<file path="src/rtl/core/prf_pkg.sv">
// Shared constants and types for the page replacement unit.
package prf_pkg;

	localparam int FRAME_COUNT = 3;
	localparam int PAGE_BITS   = 8;
	localparam int PAGE_PORT_W = 8;
	localparam int STORE_W     = (PAGE_BITS < PAGE_PORT_W) ? PAGE_BITS : PAGE_PORT_W;
	localparam int FAULT_W     = 16;
	localparam int APB_ADDR_W  = 2;
	localparam int APB_DATA_W  = 32;

	localparam logic [APB_ADDR_W-1:0] ADDR_POLICY = APB_ADDR_W'(0);

	localparam logic POLICY_FIFO = 1'b0;
	localparam logic POLICY_LRU  = 1'b1;

	typedef logic [STORE_W-1:0] page_t;

	// Contents of one cell as its neighbours see them.
	typedef struct packed {
		logic  valid;
		page_t page;
	} cell_view_t;

	// Broadcast control common to every cell of the row.
	typedef struct packed {
		logic  step;
		logic  lru;
		logic  miss;
		page_t page;
	} cell_ctl_t;

endpackage

</file>
<file path="src/rtl/core/prf_cell.sv">
// One position of the age-ordered frame row: holds a page and shifts towards the oldest end.
module prf_cell import prf_pkg::*; (
	input  logic       clk,
	input  logic       arst_n,
	input  cell_ctl_t  ctl,
	input  cell_view_t next_view,
	input  logic       prev_valid,
	input  logic       remove_in,
	output cell_view_t view,
	output logic       match,
	output logic       remove_out
);

	logic  valid_q;
	page_t page_q;
	logic  fill;
	logic  take_next;
	logic  load_new;

	assign match      = valid_q & (page_q == ctl.page);
	// Removal spreads from the hit (LRU) or from the oldest cell (eviction) upwards.
	assign remove_out = remove_in | (match & ctl.lru);
	// The lowest empty cell takes a fresh page on a miss.
	assign fill       = ctl.miss & ~valid_q & prev_valid;
	assign take_next  = ctl.step & valid_q & remove_out & next_view.valid;
	assign load_new   = ctl.step & ((valid_q & remove_out & ~next_view.valid) | fill);

	always_ff @(posedge clk or negedge arst_n) begin
		if (!arst_n) begin
			valid_q <= 1'b0;
		end else if (load_new) begin
			valid_q <= 1'b1;
		end
	end

	always_ff @(posedge clk) begin
		if (take_next) begin
			page_q <= next_view.page;
		end else if (load_new) begin
			page_q <= ctl.page;
		end
	end

	assign view = '{valid: valid_q, page: page_q};

endmodule

</file>
<file path="src/rtl/core/page_replacement_fifo_lru.sv">
// Top level of the FIFO / LRU page replacement unit.
//
//  channel   | signals                                      | flow
//  ----------+----------------------------------------------+-------------------------------
//  request   | start, busy, page_number                     | taken when start high, busy low
//  result    | done, hit, evicted_valid, evicted_page,      | one word per request, shown for
//            | fault_total                                  | exactly one cycle with done
//  config    | psel, penable, pwrite, paddr, pwdata,        | APB-style, no wait states
//            | prdata, pready                               |
//
// A request is taken in any cycle, and its result word appears with done in the following
// cycle, so one page reference per clock is sustained. The figure is set by the row of
// cells: every reference is compared with all cells and the row shifts in the same cycle.
// busy is held low, since the row is ready again at every edge.
// After reset all frames are empty, the policy is FIFO and the fault count is zero.
// The receiver cannot hold results off, so no result is ever stalled.
module page_replacement_fifo_lru import prf_pkg::*; (
	input  logic                   clk,
	input  logic                   arst_n,
	input  logic                   start,
	output logic                   busy,
	input  logic [PAGE_PORT_W-1:0] page_number,
	output logic                   done,
	output logic                   hit,
	output logic                   evicted_valid,
	output logic [PAGE_PORT_W-1:0] evicted_page,
	output logic [FAULT_W-1:0]     fault_total,
	input  logic                   psel,
	input  logic                   penable,
	input  logic                   pwrite,
	input  logic [APB_ADDR_W-1:0]  paddr,
	input  logic [APB_DATA_W-1:0]  pwdata,
	output logic [APB_DATA_W-1:0]  prdata,
	output logic                   pready
);

	// The row is ordered by age: cell 0 holds the oldest page, the newest sits at the top of
	// the filled part. A hit in LRU mode pulls its page out and re-inserts it at the newest
	// end; a fault with a full row drops cell 0 and appends the new page at the top.

	logic                   policy_q;
	logic                   step;
	logic                   any_hit;
	logic                   miss;
	logic                   row_full;
	logic                   evict_now;
	cell_ctl_t              ctl;
	cell_view_t             views [FRAME_COUNT];
	logic [FRAME_COUNT-1:0] match_vec;
	logic [FRAME_COUNT:0]   remove_chain;

	logic                   done_q;
	logic                   hit_q;
	logic                   evict_valid_q;
	logic [PAGE_PORT_W-1:0] evict_page_q;
	logic [FAULT_W-1:0]     fault_q;

	assign busy      = 1'b0;
	assign step      = start & ~busy;
	assign any_hit   = |match_vec;
	assign miss      = step & ~any_hit;
	assign row_full  = views[FRAME_COUNT-1].valid;
	assign evict_now = miss & row_full;

	assign ctl = '{step: step, lru: (policy_q == POLICY_LRU), miss: miss,
		page: page_number[STORE_W-1:0]};

	// An eviction starts the shift at the oldest cell.
	assign remove_chain[0] = evict_now;

	for (genvar i = 0; i < FRAME_COUNT; i++) begin : g_cell
		cell_view_t next_view;
		logic       prev_valid;

		if (i == FRAME_COUNT - 1) begin : g_top
			assign next_view = '0;
		end else begin : g_mid
			assign next_view = views[i+1];
		end

		if (i == 0) begin : g_base
			assign prev_valid = 1'b1;
		end else begin : g_upper
			assign prev_valid = views[i-1].valid;
		end

		prf_cell u_cell (
			.clk        (clk),
			.arst_n     (arst_n),
			.ctl        (ctl),
			.next_view  (next_view),
			.prev_valid (prev_valid),
			.remove_in  (remove_chain[i]),
			.view       (views[i]),
			.match      (match_vec[i]),
			.remove_out (remove_chain[i+1])
		);
	end

	// Result word and saturating fault count.
	always_ff @(posedge clk or negedge arst_n) begin
		if (!arst_n) begin
			done_q  <= 1'b0;
			fault_q <= '0;
		end else begin
			done_q <= step;
			if (miss && (fault_q != {FAULT_W{1'b1}})) begin
				fault_q <= fault_q + 1'b1;
			end
		end
	end

	always_ff @(posedge clk) begin
		if (step) begin
			hit_q         <= any_hit;
			evict_valid_q <= evict_now;
			evict_page_q  <= evict_now ? PAGE_PORT_W'(views[0].page) : '0;
		end
	end

	assign done          = done_q;
	assign hit           = hit_q;
	assign evicted_valid = evict_valid_q;
	assign evicted_page  = evict_page_q;
	assign fault_total   = fault_q;

	// Configuration register: only the policy bit exists.
	always_ff @(posedge clk or negedge arst_n) begin
		if (!arst_n) begin
			policy_q <= POLICY_FIFO;
		end else if (psel && penable && pwrite && pready && (paddr == ADDR_POLICY)) begin
			policy_q <= pwdata[0];
		end
	end

	assign pready = 1'b1;
	assign prdata = (paddr == ADDR_POLICY) ? APB_DATA_W'(policy_q) : '0;

endmodule

</file>
<file path="config.mk">
export PLATFORM = sky130hd
export DESIGN_NAME = page_replacement_fifo_lru
export DESIGN_NICKNAME = d
export VERILOG_FILES = /design/src/rtl/core/prf_pkg.sv /design/src/rtl/core/prf_cell.sv /design/src/rtl/core/page_replacement_fifo_lru.sv
export SDC_FILE = /design/constraint.sdc
export NUM_CORES = 1
export LEC_CHECK = 0
export BUFFER_PORTS_ARGS = -buffer_cell sky130_fd_sc_hd__buf_2
export CAP_MARGIN = 10
export CORE_MARGIN = 5
export CORE_UTILIZATION = 44
export CTS_CLUSTER_DIAMETER = 150
export DETAILED_ROUTE_END_ITERATION = 12
export PLACE_DENSITY_LB_ADDON = 0.12
export SETUP_SLACK_MARGIN = 0.2
export SYNTH_ARGS = -nofsm -noshare
export SYNTH_HDL_FRONTEND = slang
export SYNTH_SLANG_ARGS = --single-unit
</file>
<file path="constraint.sdc">
create_clock -name clk -period 2.3 [get_ports clk]
set_input_delay 0.23 -clock clk [delete_from_list [all_inputs] [get_ports clk]]
set_output_delay 0.23 -clock clk [all_outputs]
set_load 0.02 [all_outputs]
</file>
==> results.md, run 1 <==
* Outcome: finished, violations left
* Violated checks: negative setup slack
* Post-synth cell types at 36
* Design Area, Final at approximately 3500 sq um
* Register area at between 1500 and 2000 sq um
* Synth async-reset ratio at 0.3818
* Row cnt at 29
* Cell Area, Synth at 2875 sq um
* Post-Place Setup Slack at -56.92 ps
* Slowest-stage cell, CP: nor4_4
* RSZ-0062 raised after global routing: true
* Cells after Synth at approximately 240
* Final std cells w/o fill at between 300 and 400
* Crit path max-delay family: simple AND/OR/NAND/NOR gates
* Final setup fails at 1
* Root Buffer: clkbuf_8
* Share of cells above drive strength 1 at 0.3828
* Pwr dens at 712.1 nW/um^2
* Wirelength per Cell at 14.54 um
* WHS at about 160 ps
* Final RePlAce weighted congestion at between 0.7 and 0.8
* Hpwl dp at around 4000 um
* Startpoint types: flip-flop
* Critical path type: reg2reg
* Routed Antenna Nets at 0
* Period utilization at 1.001
* Cell Area, Placed at 3176 sq um
* Crit-path max cell delay at between 400 and 500 ps
* Filler Cells Inserted at 540
* Iter 0 DRT Violations at 48
* Core Footprint at 6350 sq um
* Clock sink total at 55
* Final Hold Viols at 0
* CP max FO at 8
* Fmax at around 430 MHz
* Clock slew at reported path FFs at ~90 ps
* Footprint of the multi-input gates at about 1300 sq um
* Synth Flop Type: edfxtp_1
* Total power at 2.512 mW
* Fin Clk Skew at 5.804 ps
* # H-tree levels at 2
* Peak VDD IR at 0.0004711 V
* Worst min-delay path class: in2reg
* First-pass GRT wire length at 8956 um
* Drt via density at between 4 and 5
* Starting Density at 0.4528
* WP data required at 2360 ps
* Initial antenna violation count at 0
* GRT Util Overall at 0.1323
* Aggregate routed wire length at 5524 um
* TritonCTS clock tree: yes
* Vias in the first global route at 1811
* Avg Cell Area, Syn at approximately 12 sq um
* Number of port buffers at 44
* Syn. warnings at 0
* Residual DRC at 0
* Die height at 90.84 um
* Worst path cell trace: xnor2_1 -> nand4_1 -> nor4_4 -> o21ai_2 -> a211oi_4 -> buf_12 -> mux2_2
* Final min period at 2302 ps
* Critical path buffers and inverters at 1
* DR pass1 iterations at 4
* Ant. Diodes at 0
* Layout area overhead at 22.72%
* Clk_lat worst skew at 310 ps
* Die X at 90.84 um
* Largest net degree at the start of global routing at 22
* CP Capture Type: flip-flop
* DP Cell Count at 365
* Post-synth EDFFs at 34
* Reported leakage power at 1.469 nW
* Max clock buf depth at 2
* Seq/Total Area, Yosys at 0.5379
* Global route overflow at 0
* Final setup margin at -1.943 ps
* # Max-Cap Violations at 0
* #FFs+latches synth at 55
* CTS buffer count at 5
* Final #Nets at 351
* Top Ports at 109
* Via count at 1856
* Fin. max-slew vios at 0
* Die area at 8251 sq um
* CP arrival at 2360 ps
==> Yosys cell counts, drive strengths merged, types with 3 or more instances <==
library cell | number | area share
dfrtp | 21 | 0.18
nor3 | 8 | 0.014
o21ai | 4 | 0.0070
nand3 | 10 | 0.017
inv | 5 | 0.0065
clkbuf | 3 | 0.0039
nor4b | 3 | 0.011
nor4 | 5 | 0.013
nand4 | 6 | 0.013
mux2 | 20 | 0.078
edfxtp | 34 | 0.36
nand2 | 12 | 0.016
xnor2 | 28 | 0.085
buf | 35 | 0.091
nor2 | 4 | 0.0052
and3 | 9 | 0.020
xor2 | 9 | 0.027
==> worst paths after layout <==
check | start | slack (ps) | cells after the start | to
min in group asynchronous | arst_n | 420 | 2 | fault_total[14]$_DFFE_PN0P_
hold reg to reg | fault_total[6]$_DFFE_PN0P_ | 490 | 1 | fault_total[6]$_DFFE_PN0P_
max in group asynchronous | arst_n | 1550 | 2 | done$_DFF_PN0_
setup / recovery | g_cell[0].u_cell.page_q[5]$_DFFE_PP_ | -2 | 7 | g_cell[1].u_cell.page_q[2]$_DFFE_PP_
hold / removal | pwdata[0] | 160 | 2 | policy_q$_DFFE_PN0P_
setup reg to reg | g_cell[0].u_cell.page_q[5]$_DFFE_PP_ | -2 | 7 | g_cell[1].u_cell.page_q[2]$_DFFE_PP_
==> kinds of logic (layout without fill, tap and decap cells) <==
kind of cell | after synthesis | after routing | share of synthesized area
compound gates | 11 | 11 | 0.03090
xor+xnor | 37 | 37 | 0.1127
fa+ha+maj | 1 | 1 | 0.004351
buf+inv | 43 | 79 | 0.1010
flops | 55 | 55 | 0.5379
mux | 20 | 20 | 0.07833
other cells | 2 | 33 | 0.002612
simple gates | 67 | 67 | 0.1323
==> layout make-up <==
type                            count  share of cell area
Timing Repair Buffer               66              0.1273
Inverter                            5            0.005319
Multi-Input combinational cell    169              0.3777
Clock buffer                        6             0.02057
Clock inverter                      2            0.003546
Sequential cell                    55              0.4383
Tap cell                           77             0.02730
==> cell usage in the layout, fill, tap and decap left out, types with 3 or more instances in the layout <==
master,n
edfxtp_1,34
nand4_1,6
clkbuf_8,5
xor2_1,9
nor4_4,4
inv_1,5
buf_6,3
nand2_1,12
nand3_1,10
conb_1,33
nor3_1,4
nor4b_4,3
o21ai_0,3
buf_2,44
dfrtp_1,21
and3_1,9
nor2_1,3
xnor2_1,26
mux2_2,17
buf_4,14
==> repair_timing <==
item / in CTS / in global routing
setup endpoints to repair: 44 / 59
setup buffers: 1 / 4
hold buffers: 1 / 0
resized for setup: 13 / 23
endpoints found under the hold margin: 21 / 0
gates cloned: 0 / 1
pin swaps: 5 / 19
==> sequential cells by signal, summed over array words and instances (netlist names) <==
| signal | cells |
|---|---|
| evicted_page | 8 |
| fault_total | 16 |
| hit | 1 |
| evicted_valid | 1 |
| g_cell.u_cell.page_q | 24 |
| policy_q | 1 |
| g_cell.u_cell.valid_q | 3 |
| done | 1 |
==> stage by stage <==
stage / setup TNS, ps / util
after floorplan: 0 / -
after global placement: -419.4 / 0.5001
after detailed placement: -475.5 / 0.5001
after CTS: 0 / 0.5259
after global routing: -1838 / 0.5557
final: -1.943 / 0.5557
==> power by group <==
| group | internal [mW] | total [mW] | switching [mW] |
|---|---|---|---|
| clock | 0.212 | 0.516 | 0.303 |
| combinational | 0.288 | 0.668 | 0.379 |
| sequential | 1.19 | 1.33 | 0.136 |
| total | 1.69 | 2.51 | 0.819 |
==> routing by layer <==
| layer | wire length [um] | vias to the layer above | GRT usage |
|---|---|---|---|
| li1 | - | 905 | - |
| met1 | 2617 | 894 | 0.1780 |
| met2 | 2486 | 52 | 0.2070 |
| met3 | 360 | 5 | 0.04250 |
| met4 | 59 | 0 | 0.03423 |
| met5 | 0 | - | 0 |
Note: power is estimated with default switching activity, not from simulation.
==> run 2, diff against run 1 <==
--- a/config.mk
+++ b/config.mk
@@ -7,6 +7,7 @@
 export LEC_CHECK = 0
 export BUFFER_PORTS_ARGS = -buffer_cell sky130_fd_sc_hd__buf_2
 export CAP_MARGIN = 10
+export CORE_ASPECT_RATIO = 1.4
 export CORE_MARGIN = 5
 export CORE_UTILIZATION = 44
 export CTS_CLUSTER_DIAMETER = 150
==> run 2 against run 1 <==
The flow now finishes without violations. Worst hold slack improved by 3.4 ps. Flip-flop and latch count unchanged. Maximum frequency increased by 0.59%. Final cell count decreased by 1.1%. Design area decreased by 2.1%. Sequential share of layout area increased by 0.92 points. Sequential power about the same. Critical path depth unchanged. Total power increased by 4.5%. Largest power group unchanged.
==> results.md, run 2 (synthesis gave the netlist of run 1 again) <==
* # Max-Cap Violations at 0 (unchanged)
* Ant. Diodes at 0 (unchanged)
* Crit path max-delay family: simple AND/OR/NAND/NOR gates
* Max clock buf depth at 2 (unchanged)
* Die area at 8275 sq um (+0.28%)
* Number of port buffers at 44 (unchanged)
* Routed Antenna Nets at 0 (unchanged)
* Most frequent cells in the layout: 44 x buf_2, 34 x edfxtp_1, 33 x conb_1, 27 x xnor2_1, 21 x dfrtp_1
* CTS buffer count at 5 (unchanged)
* Pwr dens at 759.5 nW/um^2 (+6.7%)
* Worst path cell trace: xnor2_1 -> nand4_1 -> o31ai_2 -> or3_4 -> a211oi_4 -> buf_12 -> mux2_4
* Reg with most FFs: g_cell.u_cell.page_q
* Initial antenna violation count at 0 (unchanged)
* Vias in the first global route at 1858 (+2.6%)
* Die X at 78.32 um (-14%)
* Crit-path max cell delay at 450 ps (+30 ps)
* P_sw at 0.8333 mW (+1.8%)
* Reported leakage power at 1.468 nW (about the same)
* TritonCTS clock tree: yes
* Design Area, Final at 3456 sq um (-2.1%)
* Row cnt at 35 (+21%)
* Fin. max-slew vios at 0 (unchanged)
* Core Footprint at 6481 sq um (+2.1%)
* DR pass1 iterations at 4 (unchanged)
* Commonest non-fill, non-tap cell in the layout: buf_2
* Global route overflow at 0 (unchanged)
* CP max FO at 8 (unchanged)
* Outcome: finished, final reports clean
* GRT Util Overall at 0.1426 (+0.01031)
* Critical path buffers and inverters at 1 (unchanged)
* Final setup fails at 0 (-1)
* Starting Density at 0.4436 (-0.009179)
* Worst min-delay path class: in2reg
* Die height at 105.7 um (+16%)
* Cell Area, Placed at 3202 sq um (+0.83%)
* Largest net degree at the start of global routing at 22 (unchanged)
* Final RePlAce weighted congestion at 0.7391 (-2.5%)
* Final min period at 2288 ps (-13.60 ps)
* RSZ-0062 raised after global routing: true
* # H-tree levels at 2 (unchanged)
* Wirelength per Cell at 15.14 um (+4.1%)
* Register share of total power at 0.506 (-0.023)
* CP Capture Type: flip-flop
* Startpoint types: flip-flop
* Register area at 1546 sq um (unchanged)
* Root Buffer: clkbuf_8
* First-pass GRT wire length at 9273 um (+3.5%)
* Period utilization at 0.9949 (-0.005911)
* Via count at 1871 (+0.81%)
* Final #Nets at 350 (-0.28%)
* Residual DRC at 0 (unchanged)
* Combinational share of power at 0.245 (-0.021)
* Hpwl dp at 4351 um (+8.3%)
* Switching share of power at 0.3175 (-0.008420)
* Share of cells above drive strength 1 at 0.3675 (-0.01529)
* Setup TNS at 0 ps (+1.943 ps)
* Peak VDD IR at 0.0003967 V (-16%)
* Clk pwr share at 0.249 (+0.044)
* Fin Clk Skew at 17.02 ps (+11.22 ps)
* Critical path type: reg2reg
* Clock slew at reported path FFs at 110 ps (+20 ps)
* Clock sink total at 55 (unchanged)
* Final Hold Viols at 0 (unchanged)
* Drt via density at 4.976 (+1.9%)
* Iter 0 DRT Violations at 64 (+33%)
* Aggregate routed wire length at 5691 um (+3.0%)
* Slowest-stage cell, CP: or3_4
* CP arrival at 2350 ps (about the same)
* Fmax at 437.0 MHz (+0.59%)
* Clk_lat worst skew at 310 ps (about the same)
* Filler Cells Inserted at 595 (+10%)
* Footprint of the multi-input gates at 1277 sq um (-4.1%)
* Layout area overhead at 20.19%
* Max reg flops at 24 (unchanged)
* WP data required at 2360 ps (about the same)
* Internal power at 1.791 mW (+5.8%)
* Top Ports at 109 (unchanged)
==> run 2: cell types whose count changed in the layout (fill, tap and decap cells not counted), moves of 3 or more <==
| cell | before | now |
|---|---|---|
| mux2_4 | 2 | 8 |
| mux2_2 | 17 | 12 |
| nor4_4 | 4 | 0 |
| buf_4 | 14 | 17 |
| nor4_1 | 1 | 4 |
| nor4b_4 | 3 | 0 |
==> run 2: metal layers <==
layer / wire [um] / global-route usage
met4: 71 / 0.04125
met1: 2172 / 0.1636
met2: 3147 / 0.2574
met5: 0 / 0
met3: 300 / 0.03761
==> run 2: stage by stage <==
stage	hold slack (ps)	setup WS (ps)	utilization	std cells	power, mW
5_1_grt	144.7	-61.64	0.5332	376	2.767
3_5_place_dp	229.3	-99.51	0.4940	366	1.972
3_3_place_gp	222.5	-94.10	0.4940	366	1.954
6_report	159.9	11.65	0.5332	376	2.625
4_1_cts	152.8	34.50	0.5247	376	2.643
2_1_floorplan	-65.59	100.1	-	267	1.777
==> run 2: worst paths after layout <==
path                                                            from                              endpoint  slack (ps)  depth (start not counted)
worst min register to register            fault_total[6]$_DFFE_PN0P_            fault_total[6]$_DFFE_PN0P_         500                          1
min in group asynchronous                                     arst_n            fault_total[7]$_DFFE_PN0P_         410                          2
worst max-delay path            g_cell[2].u_cell.page_q[6]$_DFFE_PP_  g_cell[1].u_cell.page_q[3]$_DFFE_PP_          10                          7
max in group asynchronous                                     arst_n           fault_total[15]$_DFFE_PN0P_        1540                          2
worst min-delay path                                       pwdata[0]                  policy_q$_DFFE_PN0P_         160                          2
worst max register to register  g_cell[2].u_cell.page_q[6]$_DFFE_PP_  g_cell[1].u_cell.page_q[3]$_DFFE_PP_          10                          7
==> run 2: power by group through the flow <==
| stage | combinational (mW) | sequential, mW | clock, mW |
|---|---|---|---|
| after floorplan | 0.334 | 1.44 | 0 |
| after global placement | 0.611 | 1.34 | 0 |
| after detailed placement | 0.624 | 1.35 | 0 |
| after CTS | 0.642 | 1.33 | 0.673 |
| after global routing | 0.702 | 1.35 | 0.714 |
| final | 0.644 | 1.33 | 0.653 |
==> run 2: timing repair <==
action | 4_1_cts | 5_1_grt
endpoints found under the setup margin | 45 | 54
hold buffers | 1 | 0
buffers inserted | 1 | 0
gates resized for setup | 17 | 11
pin swaps | 8 | 3
endpoints found under the hold margin | 21 | 0
==> run 2: final cells by class <==
type / instances / area share
tap: 74 / 0.02679
timing repair buffer: 65 / 0.1184
sequential: 55 / 0.4475
inverter: 5 / 0.005431
clock buffer: 6 / 0.02100
clock inverter: 2 / 0.01122
multi-input combinational: 169 / 0.3697
